File: config.mk
export PLATFORM = sky130hd
export DESIGN_NAME = rtp_cordic_stage
export DESIGN_NICKNAME = d
export VERILOG_FILES = /design/src/hdl/rtp_pkg.sv /design/src/hdl/rtp_cordic_stage.sv
export SDC_FILE = /design/constraint.sdc
export NUM_CORES = 1
export LEC_CHECK = 0
export ABC_AREA = 1
export BUFFER_PORTS_ARGS = -buffer_cell sky130_fd_sc_hd__clkbuf_2
export CORE_ASPECT_RATIO = 0.75
export CORE_MARGIN = 2
export CORE_UTILIZATION = 51
export CTS_BUF_LIST = sky130_fd_sc_hd__clkbuf_4 sky130_fd_sc_hd__clkbuf_8 sky130_fd_sc_hd__clkbuf_16
export DETAILED_ROUTE_END_ITERATION = 8
export MAX_ROUTING_LAYER = met4
export PLACE_DENSITY_LB_ADDON = 0.2
export RECOVER_POWER = 25
export SYNTH_ARGS = -nofsm -noshare
export SYNTH_HDL_FRONTEND = slang
export SYNTH_SLANG_ARGS = --single-unit
File: constraint.sdc
create_clock -name clk -period 0.8 [get_ports clk]
set_input_delay 0.08 -clock clk [delete_from_list [all_inputs] [get_ports clk]]
set_output_delay 0.08 -clock clk [all_outputs]
set_load 0.005 [all_outputs]
File: src/hdl/rtp_pkg.sv
package rtp_pkg;

	localparam int DATA_WIDTH    = 16;
	localparam int CORDIC_STAGES = 16;
	localparam int GUARD         = 6;

	// micro-rotations actually built (table has 32 entries)
	localparam int NUM_ITER = (CORDIC_STAGES > 32) ? 32 : CORDIC_STAGES;

	// datapath width: input sign, negation headroom, guard bits, CORDIC growth
	localparam int XW = DATA_WIDTH + GUARD + 3;

	// angle accumulator: units of 2^-32 turn
	localparam int ZW = 32;

	localparam int INVK_W = 24;
	localparam logic [INVK_W-1:0] INVK_Q24 = 24'd10188014;

	// gain product, x taken without its sign bit (always positive there)
	localparam int PW = XW - 1 + INVK_W;
	localparam int MAG_SHIFT = GUARD + INVK_W;
	localparam logic [PW:0] MAG_RND = (PW + 1)'(64'd1 << (MAG_SHIFT - 1));

	localparam logic [ZW-1:0] HALF_TURN32 = 32'h8000_0000;
	localparam logic [ZW-1:0] ANG_RND = ZW'(64'd1 << (31 - DATA_WIDTH));

	localparam logic [DATA_WIDTH-1:0] QUARTER_TURN = DATA_WIDTH'(64'd1 << (DATA_WIDTH - 2));
	localparam logic [DATA_WIDTH-1:0] THREE_QUARTER_TURN =
		DATA_WIDTH'(64'd3 << (DATA_WIDTH - 2));

	localparam logic [ZW-1:0] ATAN_TURN32 [32] = '{
		32'h20000000, 32'h12E4051D, 32'h09FB385B, 32'h051111D4,
		32'h028B0D43, 32'h0145D7E1, 32'h00A2F61E, 32'h00517C55,
		32'h0028BE53, 32'h00145F2E, 32'h000A2F98, 32'h000517CC,
		32'h00028BE6, 32'h000145F3, 32'h0000A2F9, 32'h0000517C,
		32'h000028BE, 32'h0000145F, 32'h00000A2F, 32'h00000517,
		32'h0000028B, 32'h00000145, 32'h000000A2, 32'h00000051,
		32'h00000028, 32'h00000014, 32'h0000000A, 32'h00000005,
		32'h00000002, 32'h00000001, 32'h00000000, 32'h00000000
	};

	// one CORDIC pipeline slot; spec marks a zero real part with its fixed result
	typedef struct packed {
		logic                         vld;
		logic                         spec;
		logic [DATA_WIDTH-1:0]        spec_mag;
		logic [DATA_WIDTH-1:0]        spec_ang;
		logic signed [XW-1:0]         x;
		logic signed [XW-1:0]         y;
		logic [ZW-1:0]                z;
	} cordic_t;

endpackage

File: src/hdl/rtp_cordic_stage.sv
module rtp_cordic_stage (
	input  logic             clk,
	input  logic             arst_n,
	input  logic             en,
	input  logic [4:0]       shift,
	input  logic [31:0]      atan,
	input  rtp_pkg::cordic_t d,
	output rtp_pkg::cordic_t q
);
	import rtp_pkg::*;

	logic                  vld_s1;
	logic                  spec_s1;
	logic [DATA_WIDTH-1:0] spec_mag_s1;
	logic [DATA_WIDTH-1:0] spec_ang_s1;
	logic signed [XW-1:0]  x_s1;
	logic signed [XW-1:0]  y_s1;
	logic [ZW-1:0]         z_s1;

	logic signed [XW-1:0]  dx;
	logic signed [XW-1:0]  dy;

	// arithmetic shifts round toward minus infinity
	assign dx = d.y >>> shift;
	assign dy = d.x >>> shift;

	always_ff @(posedge clk or negedge arst_n) begin
		if (!arst_n) begin
			vld_s1 <= 1'b0;
		end else if (en) begin
			vld_s1 <= d.vld;
		end
	end

	always_ff @(posedge clk) begin
		if (en) begin
			spec_s1     <= d.spec;
			spec_mag_s1 <= d.spec_mag;
			spec_ang_s1 <= d.spec_ang;
			if (!d.y[XW-1]) begin
				x_s1 <= d.x + dx;
				y_s1 <= d.y - dy;
				z_s1 <= d.z + atan;
			end else begin
				x_s1 <= d.x - dx;
				y_s1 <= d.y + dy;
				z_s1 <= d.z - atan;
			end
		end
	end

	assign q = '{vld: vld_s1, spec: spec_s1, spec_mag: spec_mag_s1,
		spec_ang: spec_ang_s1, x: x_s1, y: y_s1, z: z_s1};

endmodule

==> results of run 1 <==
==> metrics by stage <==
stage	setup slack, ps	TNS [ps]
CTS	-2373	-162490
detailed placement	-3154	-200780
global placement	-3055	-193160
floorplan	-2316	-131630
==> per-layer routing <==
metal  GRT overflow  GRT usage, %
met1              5         83.47
met2            229         99.88
met3             10         77.15
met4            136         91.02
met5              -             -
==> timing repair <==
item,CTS
setup endpoints to repair,197
resized for setup,195
pin swaps,63
buffers inserted,22
gates cloned,7
hold endpoints to repair,35
hold buffers,36
==> cells by family after synthesis <==
family          Yosys count  share of synthesized area (%)
simple gates           1073                          36.60
buf+inv                 238                          7.844
compound gates          236                          10.51
xor+xnor                121                          8.452
flops                   116                          27.74
fa+ha+maj                86                          8.762
mux                       1                        0.08981
==> summary.txt, run 1 <==
Status
  – Fail Step: 5_1_grt
  – First Err: [ERROR GRT-0232] Routing congestion too high. Check the congestion heatmap in the GUI.
  – Outcome: stopped before the end

Synth
  – Largest cells by area after synthesis: edfxtp_1 28%, nand2_1 17%, nand3_1 13%, ha_1 8.3%, xor2_1 5.7%
  – Post-synth EDFFs: between 100 and 150
  – Synth top area share: 27.54%
  – Yosys Warn Count: 0
  – Most common cell in the netlist: nand2_1
  – Post-synthesis area per instance: between 6 and 7 sq um
  – Netlist cell types: 43
  – Register area share after synthesis: 27.74%
  – Post-synthesis async set-or-reset flop share: 0.8621%
  – Post-Syn Nets: ~2.1k
  – Yosys top cell by area: edfxtp_1
  – Post-Syn Instances: 1871
  – Post-synth top cells: 565 x nand2_1, 317 x nand3_1, 163 x inv_1, 128 x nor2_1, 115 x edfxtp_1
  – Seq cells post-synth: 116
  – Synthesized area: 12540 sq um
  – Post-synth top flop: edfxtp_1

GRT
  – Largest net degree at the start of global routing: 64
  – GRT Util Overall: 87.92%
  – Total gr overflow: 380

Die
  – Starting density of the core: between 50% and 60%
  – IO Pins: ~270
  – # rows: 49
  – Height of the die: 139.8 um
  – Die X: roughly 190 um

Place
  – Placed cells: 2903
  – HPWL after DPL: 40290 um
  – Area of placed instances: 18670 sq um
  – GP Congestion: between 0.9 and 1
  – Number of port buffers: 271

CTS
  – TritonCTS Buffers: 17
  – Root Driver: clkbuf_16
  – Longest Clk Path Bufs: 2
  – # H-tree levels: 4
  – Clock Sinks: 116

Timing
  – Worst-path endpoint after global-route repair_timing: x_s1[23]$_DFFE_PP_/D
  – Worst endpoint type: register data pin
==> run 2: changes to the inputs <==
==> config.mk (replaced) <==
export PLATFORM = sky130hd
export DESIGN_NAME = rtp_cordic_stage
export DESIGN_NICKNAME = d
export VERILOG_FILES = /design/src/hdl/rtp_pkg.sv /design/src/hdl/rtp_cordic_stage.sv
export SDC_FILE = /design/constraint.sdc
export NUM_CORES = 1
export LEC_CHECK = 0
export ABC_AREA = 1
export BUFFER_PORTS_ARGS = -buffer_cell sky130_fd_sc_hd__clkbuf_2
export CORE_MARGIN = 2
export CORE_UTILIZATION = 36
export DETAILED_ROUTE_END_ITERATION = 8
export PLACE_DENSITY_LB_ADDON = 0.15
export RECOVER_POWER = 25
export SYNTH_ARGS = -nofsm -noshare
export SYNTH_HDL_FRONTEND = slang
export SYNTH_SLANG_ARGS = --single-unit
==> constraint.sdc (replaced) <==
create_clock -name clk -period 1 [get_ports clk]
set_input_delay 0.1 -clock clk [delete_from_list [all_inputs] [get_ports clk]]
set_output_delay 0.1 -clock clk [all_outputs]
set_load 0.005 [all_outputs]
==> run 2 against run 1 <==
Compared with the run above: the flow now finishes, with violations (negative setup slack); synthesized cell count unchanged; area after synthesis unchanged.
==> summary.txt, run 2 <==
Power and ir drop
  – Maximum VDD drop: roughly 0.0013 V
  – Clock share of power: 19.0%
  – Final Total Pwr: 30.71 mW
  – Cell Pwr Density: 1284 nW/um^2
  – P_sw: around 12 mW
  – Leak: ~12 nW
  – Switching Fraction: between 30% and 40%
  – Sequential Power Share: roughly 23%
  – Internal power: 18.79 mW
  – Comb pwr share: 58.4%

Synth
  – Post-Syn Instances: 1871 (unchanged)
  – Post-synthesis simple-gate area fraction: 36.60% (unchanged)
  – Post-synth EDFFs: 115 (unchanged)
  – Synth Area in Compound Gates: 10.51% (unchanged)
  – Post-synthesis async set-or-reset flop share: 0.8621% (unchanged)
  – Synth top area share: 27.54% (unchanged)
  – Synthesized area: 12540 sq um (unchanged)
  – Mux contribution to synthesized area: 0.08981% (unchanged)
  – Post-synth top cells: 565 x nand2_1, 317 x nand3_1, 163 x inv_1, 128 x nor2_1, 115 x edfxtp_1
  – Netlist cell types: 43 (unchanged)
  – Post-synthesis area per instance: 6.701 sq um (unchanged)
  – Post-synth top flop: edfxtp_1
  – Most common cell in the netlist: nand2_1
  – Post-Syn Nets: 2113 (unchanged)
  – Largest family of logic cells by synthesized area: simple AND/OR/NAND/NOR gates
  – Register area share after synthesis: 27.74% (unchanged)
  – Yosys Warn Count: 0 (unchanged)
  – Synth Area in XOR/XNOR: 8.452% (unchanged)
  – Largest cells by area after synthesis: edfxtp_1 28%, nand2_1 17%, nand3_1 13%, ha_1 8.3%, xor2_1 5.7%
  – Adder-cell share of the synthesized area: 8.762% (unchanged)
  – Seq cells post-synth: 116 (unchanged)
  – Yosys top cell by area: edfxtp_1

Place
  – GP Congestion: 0.9664 (-2.5%)
  – Placed cells: 3053 (+5.2%)
  – Dpl ws: -3014 ps (+140.0 ps)
  – HPWL after DPL: 39160 um (-2.8%)
  – Number of port buffers: 271 (unchanged)

Status
  – Failing checks: negative setup slack
  – Outcome: complete, but fails checks

Route
  – Total vias in the final route: 16.70k
  – DR vias/cell: 5.159
  – DRC viols: 0
  – Wire length per cell: 17.13 um
  – Router iterations before antenna repair: 6
  – Total wire length: 55440 um
  – Detail Route Antenna Nets: 0
  – Initial DRC Count: 1211

Die
  – Die X: 190.6 um (+3.0%)
  – Core area: 34460 sq um
  – IO Pins: 272 (unchanged)
  – Height of the die: 190.6 um (+36%)
  – Die ar.: ~36000 sq um
  – Starting density of the core: 36.39% (-16 points)
  – # rows: 68 (+39%)

GRT
  – Routing usage on met2: a little under half
  – Total gr overflow: 0
  – First-pass GRT wire length: 78610 um
  – GRT Util Overall: 27.39%
  – Largest net degree at the start of global routing: 64
  – Initial antenna violation count: 0
  – Routing usage on met3: 3.018%
  – Met1 Resource Use GR: 36.48%
  – GRT busiest layer: met2
  – Number of global-route vias before repair: 15.40k

CTS
  – Root Driver: clkbuf_16
  – Clock Sinks: 116 (unchanged)
  – Clk_lat worst skew: 440 ps
  – # H-tree levels: 4 (unchanged)
  – Clock slew at reported path FFs: 70 ps
  – TritonCTS Buffers: 17 (unchanged)
  – TritonCTS clock tree: yes
  – Longest Clk Path Bufs: 2 (unchanged)

Timing
  – Slew Limit Headroom: 67.89%
  – Max-slew violations: 0
  – Fin Clk Skew: 0 ps
  – RSZ-0062 raised after global routing: yes
  – Final period util: 325.6%
  – # setup viols final: 196
  – Final Hold Vio Count: 0
  – Final WS setup: -2256 ps
  – Slew @ Worst Pin: 481.7 ps
  – Fin crit period: between 3000 and 4000 ps
  – Hold_ws: 60.08 ps
  – Final setup TNS: -136920 ps
  – F_max: slightly above 0.3 GHz

Layout
  – Largest registers: z_s1 x32, x_s1 x25, y_s1 x25
  – Ant diodes: 0
  – Commonest cells after routing, fill and taps aside: 539 x buf_4, 383 x nand2_1, 267 x clkbuf_2
  – Share of layout cells above drive strength 1: approximately 56%
  – Largest register by flop count: z_s1
  – Non-Filler Instances: about 3.2k
  – Commonest non-fill, non-tap cell in the layout: buf_4
  – Filler cells: 2742
  – Max reg flops: 32
  – Final #Nets: 3011
  – Layout area overhead: 90.78%

Min path
  – Hold Crit Class: in2reg

Setup path
  – CP required: 1210 ps
  – Setup crit start kind: input pin
  – CP Data Arrival Time: 3460 ps
  – WS Path Type: in2reg
  – Setup crit end kind: flop
  – CP Max Fanout: 8

Flow run
  – Max Cap Viol: 0
[run 2: cell counts after synthesis]
Identical to the previous run, type by type.
[run 2: worst paths after layout]
path | start | to | slack [ps] | cells past startpoint
worst max-delay path | shift[0] | y_s1[21] | -2260 | 26
worst min-delay path | d[1] | z_s1[1] | 60 | 2
worst max register to register | vld_s1 | vld_s1 | 230 | 1
worst min register to register | vld_s1 | vld_s1 | 540 | 1
max in group asynchronous | arst_n | vld_s1 | 390 | 3
min in group asynchronous | arst_n | vld_s1 | 510 | 3
[run 2: critical path: stages]
cell and delay, ps:
clkbuf_16 170, buf_12 160, clkbuf_16 160, nand2_2 90
nand3_1 110, nand3_1 130, nand3_1 130, nand2_1 90
nand2_1 60, nand2_2 130, nand2_1 100, nor2_2 130
nand2_2 80, o21ai_2 140, xnor2_1 90, ha_1 370
a21o_1 240, a21oi_4 140, nand2_2 80, a31oi_4 200
o21ai_2 110, a21o_1 220, nand3_2 70, nand2_1 50
nand2_1 50, nand2_1 40
[run 2: final cells by class]
type	count	area, sq um	area share [%]
clock buffers	17	425.4	1.778
clock inverters	15	121.4	0.5074
multi-input cells	1517	11300	47.23
inverters	174	724.4	3.029
repair inverters	1	11.26	0.04708
well taps	455	569.3	2.380
repair buffers	942	7293	30.49
flip-flops and latches	116	3478	14.54
[run 2: metrics by stage]
stage               util (%)  instance area (sq um)
global placement       55.38                  19080
detailed placement     55.38                  19080
finish                 69.42                  23920
global route           69.42                  23920
floorplan                  -                  13510
CTS                    62.07                  21390
[run 2: logic make-up after synthesis]
group | after synthesis
fa+ha+maj | 86
flops | 116
xor+xnor | 121
compound gates | 236
buf+inv | 238
mux | 1
simple gates | 1073
[run 2: per-layer routing]
metal  share of wire [%]  up-vias
li1                    -     8119
met1                  41     7775
met2                  48      692
met3                 6.8      115
met4                 3.3        0
met5                   0        -
[run 2: power groups by stage]
stage	Sequential, mW	Clock, mW	Combinational, mW
2_1_floorplan	7.15	0	6.69
3_3_place_gp	7.02	0	13.4
3_5_place_dp	7.04	0	13.5
4_1_cts	6.95	5.94	14.9
5_1_grt	7.02	6.15	19.3
6_report	6.94	5.84	17.9
[run 2: timing repair]
item	in CTS	in global routing
resized for setup	233	443
setup endpoints to repair	197	196
hold endpoints to repair	35	0
buffers inserted	36	77
gates cloned	5	9
pin swaps	88	192
hold buffers	36	0
Power figures use the tool's default switching activity.
